File: src/hdl/uer_pkg.sv
// Shared widths, register defaults and constants for the echo ranger.
package uer_pkg;

    localparam int TRIG_W  = 8;
    localparam int CNT_W   = 16;
    localparam int SCALE_W = 16;
    localparam int DIST_W  = 17;
    localparam int SUM_W   = 24;
    localparam int IDX_W   = 7;
    localparam int CFG_W   = 16;
    localparam int CFG_IDX_W = 2;
    localparam int PROD_W  = CNT_W + SCALE_W;
    localparam int FRAC_SHIFT = 8;

    // Number of distances per averaging block (1 to 127).
    localparam int AVERAGE_COUNT = 100;

    localparam logic [DIST_W-1:0] DIST_MAX = '1;

    // floor(s / AVERAGE_COUNT) as (s * AVG_RECIP) >> RECIP_SHIFT, exact for any
    // block sum below 2**SUM_W.
    localparam int RECIP_SHIFT = 31;
    localparam int RECIP_W     = 32;
    localparam logic [RECIP_W-1:0] AVG_RECIP =
        RECIP_W'(((64'd1 << RECIP_SHIFT) + 64'(AVERAGE_COUNT) - 64'd1) / 64'(AVERAGE_COUNT));
    localparam int AVG_PROD_W = SUM_W + RECIP_W;

    // Register indexes of the configuration port.
    localparam logic [CFG_IDX_W-1:0] CFG_TRIGGER_TICKS = 2'd0;
    localparam logic [CFG_IDX_W-1:0] CFG_RISE_TIMEOUT  = 2'd1;
    localparam logic [CFG_IDX_W-1:0] CFG_FALL_TIMEOUT  = 2'd2;
    localparam logic [CFG_IDX_W-1:0] CFG_SCALE_Q16     = 2'd3;

    localparam logic [TRIG_W-1:0]  RST_TRIGGER_TICKS = 8'd10;
    localparam logic [CNT_W-1:0]   RST_RISE_TIMEOUT  = 16'd10000;
    localparam logic [CNT_W-1:0]   RST_FALL_TIMEOUT  = 16'd50000;
    localparam logic [SCALE_W-1:0] RST_SCALE_Q16     = 16'd557;

    // Per-word status carried down the pipeline.
    typedef struct packed {
        logic trig;
        logic busy;
        logic done;
    } t_flags;

endpackage

File: src/hdl/uer_ctrl.sv
// Measurement sequencer: trigger, rise wait and echo width timing per tick.
module uer_ctrl import uer_pkg::*; (
    input  logic               i_clk,
    input  logic               i_rst_n,
    input  logic [TRIG_W-1:0]  i_trigger_ticks,
    input  logic [CNT_W-1:0]   i_rise_timeout_ticks,
    input  logic [CNT_W-1:0]   i_fall_timeout_ticks,
    input  logic               i_valid,
    output logic               o_ready,
    input  logic               i_start_req,
    input  logic               i_echo,
    output logic               o_valid,
    input  logic               i_ready,
    output t_flags             o_flags,
    output logic [CNT_W-1:0]   o_width
);

    localparam logic [1:0] PH_IDLE = 2'd0;
    localparam logic [1:0] PH_TRIG = 2'd1;
    localparam logic [1:0] PH_RISE = 2'd2;
    localparam logic [1:0] PH_FALL = 2'd3;

    logic [1:0]       r_phase, n_phase;
    logic [CNT_W-1:0] r_tick, n_tick;
    logic [CNT_W-1:0] r_pw, n_pw;
    logic [CNT_W-1:0] tick_inc, pw_inc, width;
    logic             done, accept;
    logic             r1_vld;
    t_flags           r1_flags;
    logic [CNT_W-1:0] r1_width;

    assign tick_inc = r_tick + CNT_W'(1);
    assign pw_inc   = (r_pw != '1) ? r_pw + CNT_W'(1) : r_pw;

    always_comb begin
        n_phase = r_phase;
        n_tick  = r_tick;
        n_pw    = r_pw;
        done    = 1'b0;
        width   = r_pw;
        unique case (r_phase)
            PH_IDLE: begin
                if (i_start_req) begin
                    n_phase = PH_TRIG;
                    n_tick  = '0;
                end
            end
            PH_TRIG: begin
                n_tick = tick_inc;
                if ((CNT_W+1)'(tick_inc) + (CNT_W+1)'(1) >= (CNT_W+1)'(i_trigger_ticks)) begin
                    n_phase = PH_RISE;
                    n_tick  = '0;
                end
            end
            PH_RISE: begin
                if (i_echo) begin
                    n_phase = PH_FALL;
                    n_pw    = CNT_W'(1);
                    n_tick  = '0;
                    width   = CNT_W'(1);
                    done    = (CNT_W'(1) >= i_fall_timeout_ticks);
                end else begin
                    n_tick = tick_inc;
                    if (tick_inc >= i_rise_timeout_ticks || tick_inc == '0) begin
                        n_pw  = '0;
                        width = '0;
                        done  = 1'b1;
                    end
                end
            end
            PH_FALL: begin
                if (!i_echo) begin
                    done = 1'b1;
                end else begin
                    n_pw  = pw_inc;
                    width = pw_inc;
                    done  = (pw_inc >= i_fall_timeout_ticks) || (pw_inc == '1);
                end
            end
            default: begin
                n_phase = PH_IDLE;
            end
        endcase
        if (done) begin
            n_phase = PH_IDLE;
            n_tick  = '0;
        end
    end

    assign o_ready = !r1_vld || i_ready;
    assign accept  = i_valid && o_ready;

    always_ff @(posedge i_clk) begin
        if (!i_rst_n) begin
            r_phase <= PH_IDLE;
            r_tick  <= '0;
            r_pw    <= '0;
            r1_vld  <= 1'b0;
        end else begin
            if (accept) begin
                r_phase <= n_phase;
                r_tick  <= n_tick;
                r_pw    <= n_pw;
                r1_vld  <= 1'b1;
            end else if (i_ready) begin
                r1_vld <= 1'b0;
            end
        end
    end

    always_ff @(posedge i_clk) begin
        if (accept) begin
            r1_flags.trig <= (n_phase == PH_TRIG);
            r1_flags.busy <= (n_phase != PH_IDLE);
            r1_flags.done <= done;
            r1_width      <= width;
        end
    end

    assign o_valid = r1_vld;
    assign o_flags = r1_flags;
    assign o_width = r1_width;

    a_idle_tick_clear: assert property (@(posedge i_clk) disable iff (!i_rst_n)
        (r_phase == PH_IDLE) |-> (r_tick == '0))
        else $error("tick count not cleared in idle");

    a_trig_busy: assert property (@(posedge i_clk) disable iff (!i_rst_n)
        (r1_vld && r1_flags.trig) |-> (r1_flags.busy && !r1_flags.done))
        else $error("trigger word without busy or with done");

endmodule

File: src/hdl/uer_scale.sv
// Width to distance scaling, saturation and block accumulation.
module uer_scale import uer_pkg::*; (
    input  logic               i_clk,
    input  logic               i_rst_n,
    input  logic [SCALE_W-1:0] i_scale_q16,
    input  logic               i_valid,
    output logic               o_ready,
    input  t_flags             i_flags,
    input  logic [CNT_W-1:0]   i_width,
    output logic               o_valid,
    input  logic               i_ready,
    output t_flags             o_flags,
    output logic [DIST_W-1:0]  o_distance,
    output logic               o_avg_fire,
    output logic [SUM_W-1:0]   o_div_sum
);

    logic                  r2_vld;
    t_flags                r2_flags;
    logic [PROD_W-1:0]     r2_prod;
    logic                  r3_vld;
    t_flags                r3_flags;
    logic [DIST_W-1:0]     r3_dist;
    logic                  r3_fire;
    logic [SUM_W-1:0]      r3_div_sum;

    logic [DIST_W-1:0]     r_last, n_last;
    logic [SUM_W-1:0]      r_sum, n_sum, sum_add;
    logic [IDX_W-1:0]      r_idx, n_idx, idx_inc;
    logic [PROD_W-FRAC_SHIFT-1:0] shifted;
    logic [DIST_W-1:0]     sat;
    logic                  fire, s3_rdy, mv2, mv3;

    assign s3_rdy  = !r3_vld || i_ready;
    assign o_ready = !r2_vld || s3_rdy;
    assign mv2     = i_valid && o_ready;
    assign mv3     = r2_vld && s3_rdy;

    assign shifted = r2_prod[PROD_W-1:FRAC_SHIFT];
    assign sat     = (shifted > (PROD_W-FRAC_SHIFT)'(DIST_MAX)) ? DIST_MAX
                                                                : shifted[DIST_W-1:0];
    assign sum_add = r_sum + SUM_W'(sat);
    assign idx_inc = r_idx + IDX_W'(1);

    always_comb begin
        n_last = r_last;
        n_sum  = r_sum;
        n_idx  = r_idx;
        fire   = 1'b0;
        if (r2_flags.done) begin
            n_last = sat;
            if (idx_inc >= IDX_W'(AVERAGE_COUNT)) begin
                fire  = 1'b1;
                n_sum = '0;
                n_idx = '0;
            end else begin
                n_sum = sum_add;
                n_idx = idx_inc;
            end
        end
    end

    always_ff @(posedge i_clk) begin
        if (!i_rst_n) begin
            r2_vld <= 1'b0;
            r3_vld <= 1'b0;
            r_last <= '0;
            r_sum  <= '0;
            r_idx  <= '0;
        end else begin
            if (mv2) begin
                r2_vld <= 1'b1;
            end else if (s3_rdy) begin
                r2_vld <= 1'b0;
            end
            if (mv3) begin
                r3_vld <= 1'b1;
                r_last <= n_last;
                r_sum  <= n_sum;
                r_idx  <= n_idx;
            end else if (i_ready) begin
                r3_vld <= 1'b0;
            end
        end
    end

    always_ff @(posedge i_clk) begin
        if (mv2) begin
            r2_flags <= i_flags;
            r2_prod  <= PROD_W'(i_width) * PROD_W'(i_scale_q16);
        end
        if (mv3) begin
            r3_flags   <= r2_flags;
            r3_dist    <= n_last;
            r3_fire    <= fire;
            r3_div_sum <= sum_add;
        end
    end

    assign o_valid    = r3_vld;
    assign o_flags    = r3_flags;
    assign o_distance = r3_dist;
    assign o_avg_fire = r3_fire;
    assign o_div_sum  = r3_div_sum;

    a_idx_range: assert property (@(posedge i_clk) disable iff (!i_rst_n)
        r_idx < IDX_W'(AVERAGE_COUNT))
        else $error("sample index beyond block length");

endmodule

File: src/hdl/uer_avg.sv
// Block average by reciprocal multiply, and the result word register.
module uer_avg import uer_pkg::*; (
    input  logic               i_clk,
    input  logic               i_rst_n,
    input  logic               i_valid,
    output logic               o_ready,
    input  t_flags             i_flags,
    input  logic [DIST_W-1:0]  i_distance,
    input  logic               i_avg_fire,
    input  logic [SUM_W-1:0]   i_div_sum,
    output logic               o_valid,
    input  logic               i_ready,
    output logic               o_trigger,
    output logic               o_busy_res,
    output logic               o_sample_done,
    output logic [DIST_W-1:0]  o_distance,
    output logic               o_average_done,
    output logic [DIST_W-1:0]  o_average
);

    logic                  r4_vld;
    t_flags                r4_flags;
    logic [DIST_W-1:0]     r4_dist;
    logic                  r4_fire;
    logic [AVG_PROD_W-1:0] r4_prod;
    logic                  r_out_vld;
    t_flags                r_out_flags;
    logic [DIST_W-1:0]     r_out_dist;
    logic                  r_out_fire;
    logic [DIST_W-1:0]     r_avg;
    logic                  out_rdy, mv4, mv5;

    assign out_rdy = !r_out_vld || i_ready;
    assign o_ready = !r4_vld || out_rdy;
    assign mv4     = i_valid && o_ready;
    assign mv5     = r4_vld && out_rdy;

    always_ff @(posedge i_clk) begin
        if (!i_rst_n) begin
            r4_vld    <= 1'b0;
            r_out_vld <= 1'b0;
            r_avg     <= '0;
        end else begin
            if (mv4) begin
                r4_vld <= 1'b1;
            end else if (out_rdy) begin
                r4_vld <= 1'b0;
            end
            if (mv5) begin
                r_out_vld <= 1'b1;
                if (r4_fire) begin
                    r_avg <= r4_prod[RECIP_SHIFT +: DIST_W];
                end
            end else if (i_ready) begin
                r_out_vld <= 1'b0;
            end
        end
    end

    always_ff @(posedge i_clk) begin
        if (mv4) begin
            r4_flags <= i_flags;
            r4_dist  <= i_distance;
            r4_fire  <= i_avg_fire;
            r4_prod  <= AVG_PROD_W'(i_div_sum) * AVG_PROD_W'(AVG_RECIP);
        end
        if (mv5) begin
            r_out_flags <= r4_flags;
            r_out_dist  <= r4_dist;
            r_out_fire  <= r4_fire;
        end
    end

    assign o_valid        = r_out_vld;
    assign o_trigger      = r_out_flags.trig;
    assign o_busy_res     = r_out_flags.busy;
    assign o_sample_done  = r_out_flags.done;
    assign o_distance     = r_out_dist;
    assign o_average_done = r_out_fire;
    assign o_average      = r_avg;

endmodule

File: src/hdl/ultrasonic_echo_ranger_avg.sv
// Top level of the ultrasonic echo ranger with block averaging.
//
// Each input word is one microsecond tick carrying a start request and the
// sampled echo pin. Each tick yields exactly one result word with the trigger
// drive, the busy flag, the completion pulses, the latest distance and the
// latest block average (both in 1/256 cm). A start in idle drives the trigger;
// trigger_ticks sets how long. The echo rise is then awaited for up to
// rise_timeout_ticks (a timeout gives width zero), and the echo high time is
// counted up to fall_timeout_ticks. Distance = floor(width * scale_q16 / 256),
// saturated at 131071. Every AVERAGE_COUNT distances the average is updated
// and the sum cleared. The block takes one word per clock while the output
// does not stall. Its two loops, the sequencer state update and the block
// accumulator, each close combinationally in their own registers. An accepted
// word passes five registers: sequencer, width multiplier, accumulator,
// reciprocal multiplier for the average, output register. A stall at the
// output holds its result word back. Each stage has its own valid bit, so
// words keep flowing into empty stages while a result waits at the output.
// Write the configuration registers only while no word is in flight.
module ultrasonic_echo_ranger_avg import uer_pkg::*; (
    input  logic                 i_clk,
    input  logic                 i_rst_n,
    // configuration write port
    input  logic                 i_cfg_we,
    input  logic [CFG_IDX_W-1:0] i_cfg_idx,
    input  logic [CFG_W-1:0]     i_cfg_data,
    // tick input
    input  logic                 i_valid,
    output logic                 o_ready,
    input  logic                 i_start_req,
    input  logic                 i_echo,
    // result output
    output logic                 o_valid,
    input  logic                 i_ready,
    output logic                 o_trigger,
    output logic                 o_busy_res,
    output logic                 o_sample_done,
    output logic [DIST_W-1:0]    o_distance,
    output logic                 o_average_done,
    output logic [DIST_W-1:0]    o_average
);

    logic [TRIG_W-1:0]  r_trigger_ticks;
    logic [CNT_W-1:0]   r_rise_timeout;
    logic [CNT_W-1:0]   r_fall_timeout;
    logic [SCALE_W-1:0] r_scale_q16;

    // sequencer to scaler
    logic               seq_vld, seq_rdy;
    t_flags             seq_flags;
    logic [CNT_W-1:0]   seq_width;
    // scaler to averager
    logic               acc_vld, acc_rdy;
    t_flags             acc_flags;
    logic [DIST_W-1:0]  acc_dist;
    logic               acc_fire;
    logic [SUM_W-1:0]   acc_sum;

    // Configuration registers: plain writes, no read-back.
    always_ff @(posedge i_clk) begin
        if (!i_rst_n) begin
            r_trigger_ticks <= RST_TRIGGER_TICKS;
            r_rise_timeout  <= RST_RISE_TIMEOUT;
            r_fall_timeout  <= RST_FALL_TIMEOUT;
            r_scale_q16     <= RST_SCALE_Q16;
        end else if (i_cfg_we) begin
            unique case (i_cfg_idx)
                CFG_TRIGGER_TICKS: r_trigger_ticks <= i_cfg_data[TRIG_W-1:0];
                CFG_RISE_TIMEOUT:  r_rise_timeout  <= i_cfg_data[CNT_W-1:0];
                CFG_FALL_TIMEOUT:  r_fall_timeout  <= i_cfg_data[CNT_W-1:0];
                CFG_SCALE_Q16:     r_scale_q16     <= i_cfg_data[SCALE_W-1:0];
                default: begin
                end
            endcase
        end
    end

    // Sequencer: advance the measurement phase once per accepted word.
    uer_ctrl u_ctrl (
        .i_clk                (i_clk),
        .i_rst_n              (i_rst_n),
        .i_trigger_ticks      (r_trigger_ticks),
        .i_rise_timeout_ticks (r_rise_timeout),
        .i_fall_timeout_ticks (r_fall_timeout),
        .i_valid              (i_valid),
        .o_ready              (o_ready),
        .i_start_req          (i_start_req),
        .i_echo               (i_echo),
        .o_valid              (seq_vld),
        .i_ready              (seq_rdy),
        .o_flags              (seq_flags),
        .o_width              (seq_width)
    );

    // Scale the width and fold completed distances into the block sum.
    uer_scale u_scale (
        .i_clk       (i_clk),
        .i_rst_n     (i_rst_n),
        .i_scale_q16 (r_scale_q16),
        .i_valid     (seq_vld),
        .o_ready     (seq_rdy),
        .i_flags     (seq_flags),
        .i_width     (seq_width),
        .o_valid     (acc_vld),
        .i_ready     (acc_rdy),
        .o_flags     (acc_flags),
        .o_distance  (acc_dist),
        .o_avg_fire  (acc_fire),
        .o_div_sum   (acc_sum)
    );

    // Divide the closed block sum and hold the result word.
    uer_avg u_avg (
        .i_clk          (i_clk),
        .i_rst_n        (i_rst_n),
        .i_valid        (acc_vld),
        .o_ready        (acc_rdy),
        .i_flags        (acc_flags),
        .i_distance     (acc_dist),
        .i_avg_fire     (acc_fire),
        .i_div_sum      (acc_sum),
        .o_valid        (o_valid),
        .i_ready        (i_ready),
        .o_trigger      (o_trigger),
        .o_busy_res     (o_busy_res),
        .o_sample_done  (o_sample_done),
        .o_distance     (o_distance),
        .o_average_done (o_average_done),
        .o_average      (o_average)
    );

    // A completing tick always returns the sequencer to idle.
    a_done_idle: assert property (@(posedge i_clk) disable iff (!i_rst_n)
        (o_valid && o_sample_done) |-> (!o_busy_res && !o_trigger))
        else $error("completion word still busy");

    // The average only moves on a tick that also completes a measurement.
    a_avg_with_done: assert property (@(posedge i_clk) disable iff (!i_rst_n)
        (o_valid && o_average_done) |-> o_sample_done)
        else $error("average update without a completed measurement");

endmodule
File: config.mk
export PLATFORM = sky130hd
export DESIGN_NAME = ultrasonic_echo_ranger_avg
export DESIGN_NICKNAME = d
export VERILOG_FILES = /design/src/hdl/uer_pkg.sv /design/src/hdl/uer_ctrl.sv /design/src/hdl/uer_scale.sv /design/src/hdl/uer_avg.sv /design/src/hdl/ultrasonic_echo_ranger_avg.sv
export SDC_FILE = /design/constraint.sdc
export NUM_CORES = 2
export LEC_CHECK = 0
export ABC_AREA = 1
export BUFFER_PORTS_ARGS = -buffer_cell sky130_fd_sc_hd__buf_2
export CORE_MARGIN = 5
export CORE_UTILIZATION = 60
export CTS_BUF_LIST = sky130_fd_sc_hd__clkbuf_8
export DETAILED_ROUTE_END_ITERATION = 8
export PLACE_DENSITY_LB_ADDON = 0.2
export RECOVER_POWER = 25
export SYNTH_ARGS = -nofsm -noshare
export SYNTH_HDL_FRONTEND = slang
export SYNTH_HIERARCHICAL = 1
export SYNTH_SLANG_ARGS = --single-unit
File: constraint.sdc
create_clock -name i_clk -period 6 [get_ports i_clk]
set_clock_uncertainty 0.05 [all_clocks]
set_input_delay 1.2 -clock i_clk [delete_from_list [all_inputs] [get_ports i_clk]]
set_output_delay 1.2 -clock i_clk [all_outputs]
set_load 0.02 [all_outputs]
==> impl_summary.txt <==
----------------------------------------------------
[Clocking]
  Number of buffers added by the clock tree synthesis step ... 57
  Clock transition at the register clock pins on the worst setup and hold paths after CTS ... roughly 70 ps
  TritonCTS clock tree ... built
  Clk sink count ... 310
  Cts-stage hold buffer count ... 0
  Clock tree root buffer cell ... clkbuf_8
  Skew-Pair Late Insertion Delay ... 700 ps
  Deepest level of the CTS H-tree ... 2
  Largest buffer count on any clock path ... 3

[Placement]
  Weighted congestion at the end of routability-driven global placement ... 0.976
  Final HPWL from detailed placement ... approximately 74000 µm
  Total placed cells including tap cells ... 5505
  Port-buffer cells ... 64

[Route]
  Final wirelength ... 91400 µm
  DR iter-0 viols ... 2137
  Post-detailed-route via-to-cell ratio ... 5.19
  Remaining antenna violation count ... 0
  DRC violation count after routing ... 0
  First drt pass iteration count ... 6
  WL per Instance ... around 16 µm
  Number of vias after detailed routing ... 29300

[Yosys]
  Commonest register cell after synthesis ... dfxtp_1
  Syn Inst Count ... 4704
  Cell taking the most area after synthesis ... fa_1
  Synthesis-stage register bit count ... 310
  Top post-synthesis cells by area ... fa_1, ha_1, nand2_1, edfxtp_1, inv_1
  Number of enable-type register cells in the synthesized netlist ... 150
  Area share of the largest cell type after synthesis ... 0.219
  Post-synthesis adder-cell area fraction ... 0.364
  Proportion of synthesized chip area in sequential cells ... 0.214
  Share of synthesized area spent on multiplexers ... 0
  Mapped cell area ... 0.0360 mm²
  Synth Warn # ... 6
  Syn Nets ... approximately 5500
  Basic-gate share of the synthesized area counting and, or, nand and nor cells ... 0.223
  Post-synth cell types ... 50
  Share of async-settable or async-resettable flops after synthesis ... 0
  Post-synthesis share of cell area spent on xor and xnor gates ... 0.0105
  Compound-Gate Fraction of Synth Area ... 0.0523
  Mean cell area of the mapped netlist ... 7.65 µm²
  Combinational family with the most area after synthesis ... adder cells

[Setup path]
  R2r worst-path depth ... 22
  Critical path arrival ... 6210 ps
  Startpoint class of the critical path ... flop
  R2r setup slk ... a little under 200 ps
  Worst setup endpoint ... u_avg/r4_prod[40]$_DFFE_PP_
  Startpoint of the worst setup timing path ... u_scale/o_div_sum[11]$_DFFE_PP_
  Critical Path Fanout Max ... 5
  End of the worst register-to-register path ... u_avg/r4_prod[40]$_DFFE_PP_
  Worst setup path category ... flop to flop
  Launching point of the worst reg2reg path ... u_scale/o_div_sum[11]$_DFFE_PP_
  Data required time of the worst path ... 6410 ps
  Endpoint class of the critical path ... flop

[Timing]
  Fin crit share ... 0.967
  Worst hold margin ... approximately 360 ps
  Tightest Pin Transition ... 3620 ps
  Period minus WS final ... just under 6000 ps
  Max-slew headroom ... -1.41
  Total setup violations reported at the end of the flow ... 0
  Final number of hold-violating endpoints ... 0
  RSZ-0062 raised after global routing ... yes
  Achievable Freq ... 172 MHz
  Max-slew violations ... slightly below 100

[Final layout]
  Share of cells above drive strength 1 ... 0.0883
  Growth of design area from synthesis to finish ... 8.53%
  Final cell utilization of the core ... 0.660
  Non-filler cells in the finished layout ... 5642
  Layout fillers ... 5266
  Final nets ... 5654

[Global routing]
  Wire length of the first global-routing pass ... 148000 µm
  Largest net degree at the start of global routing ... 76
  Vias in the first global route ... 28600
  Remaining global-route overflow ... 0
  Initial antenna violation count ... 1
  Gr usage total ... 0.283

[Status]
  Failing checks ... max-capacitance violations, max-slew violations
  Run status ... finished, violations left

[Floorplanning]
  Die extent in y ... 255 µm
  Horizontal extent of the die ... 255 µm
  Count of boundary I/O pins ... 65
  Row cnt ... 89
  Initial standard-cell utilization of the core ... 0.608
  Core area ... between 0.05 and 0.06 mm²
  Die Area ... 0.0650 mm²

[Job]
  Number of violations of the max-capacitance limit ... 2

[Hold path]
  Class of the tightest hold or removal check ... flop to flop
  Min-Delay Startpoint ... u_scale/o_distance[11]$_DFFE_PP_

----------------------------------------------------
==> critical path, stage by stage, from the launching register on <==
cell and delay [ps]:
edfxtp_1 510, fa_1 600, inv_1 90, fa_1 500
inv_1 60, ha_1 310, fa_1 530, fa_1 450
fa_1 540, inv_1 60, fa_1 550, inv_1 50
ha_1 330, nand2_1 140, inv_1 60, nand2_1 70
nand2_1 80, a21oi_1 170, nor2_1 70, nor2_1 150
nand3_1 90, nand2_1 60, nand2_1 40
==> final cells by class <==
class                   instances  area [µm²]  share of cell area
diodes                          1        2.50           0.0000640
well taps                     773         967              0.0248
inverters                    1158        4350               0.111
flip-flops and latches        310        7710               0.197
clock buffers                  72         991              0.0254
clock inverters                36         299             0.00765
multi-input cells            3116       23500               0.602
repair buffers                176        1210              0.0311
==> cells in the mapped netlist (30+ instances only) <==
library cell,count
a21oi_1,200
clkbuf_1,81
dfxtp_1,160
edfxtp_1,150
fa_1,394
ha_1,416
inv_1,1134
nand2_1,1247
nand2_2,30
nand3_1,192
nand4_1,43
nor2_1,291
o21ai_0,97
xor2_1,33
==> cells by family (layout without fill, tap and decap cells) <==
kind of cell               Yosys count  in the layout
DFF                                310            310
other                                0              1
and+or+nand+nor                   1910           1910
AOI/OAI and AO/OA                  353            353
buffers and inverters             1278           1442
xor gates and xnor gates            43             43
adders and majority gates          810            810
==> layout by cell type, fill, tap and decap left out, types with 6 or more instances in the layout <==
master and count:
nand2_1 1238, inv_1 1148, ha_1 409, fa_1 389, nor2_1 276, a21oi_1 198, nand3_1 190, dfxtp_1 158
edfxtp_1 150, buf_4 103, o21ai_0 97, clkbuf_8 72, buf_2 63, nand4_1 43, nand2_2 38, xor2_1 33
nor2_2 32, nor3_1 26, inv_2 20, a21oi_2 17, o21ai_1 17, and2_1 14, nor2_4 12, nand3_2 12
clkinv_2 10, xnor2_1 10, a21o_1 6, clkinv_1 6
==> how the worst min path moves through the flow <==
| stage | end | depth (start not counted) | slack, ps |
|---|---|---|---|
| finish | u_avg/r4_dist[11]$_DFFE_PP_ | 0 | 360 |
| global route | u_avg/o_distance[13]$_DFFE_PP_ | 0 | 370 |
| CTS | u_avg/r4_dist[14]$_DFFE_PP_ | 0 | 360 |
| detailed placement | u_avg/o_distance[13]$_DFFE_PP_ | 0 | 350 |
| global placement | u_avg/r4_dist[8]$_DFFE_PP_ | 0 | 350 |
| floorplan | u_avg/o_busy_res$_DFFE_PP_ | 0 | 350 |
==> through the flow <==
| step | cell area, µm² | setup TNS, ps | setup slack [ps] |
|---|---|---|---|
| after floorplan | 36000 | 0 | 224 |
| after detailed placement | 37400 | 0 | 43.2 |
| final | 39100 | 0 | 197 |
| after global routing | 39100 | -75.7 | -23.9 |
| after global placement | 37400 | 0 | 53.7 |
| after CTS | 38700 | 0 | 17.7 |
==> timing repair <==
action	CTS	global route
endpoints found under the hold margin	0	0
setup endpoints to repair	0	26
buffers inserted	0	28
resized for setup	0	55
==> flip-flops by register name, summed over array words and instances, names as in the netlist, 17 cells and up <==
register,cells
u_avg/o_average,17
u_scale/r_last,17
u_avg/r4_dist,17
u_avg/o_distance,17
u_scale/o_div_sum,24
u_scale/r2_prod,24
u_scale/r_sum,24
u_avg/r4_prod,17
u_scale/o_distance,17
==> metal layers <==
metal,track usage,wire (µm),vias to the layer above
met5,0,0,-
met4,0.0835,2950,0
met3,0.0408,6130,198
met2,0.459,41700,955
met1,0.401,40600,13700
li1,-,-,14400
Power is left out: the tool's default activity adds up to more than one toggle a clock period on the data nets, which glitch-free logic cannot reach.
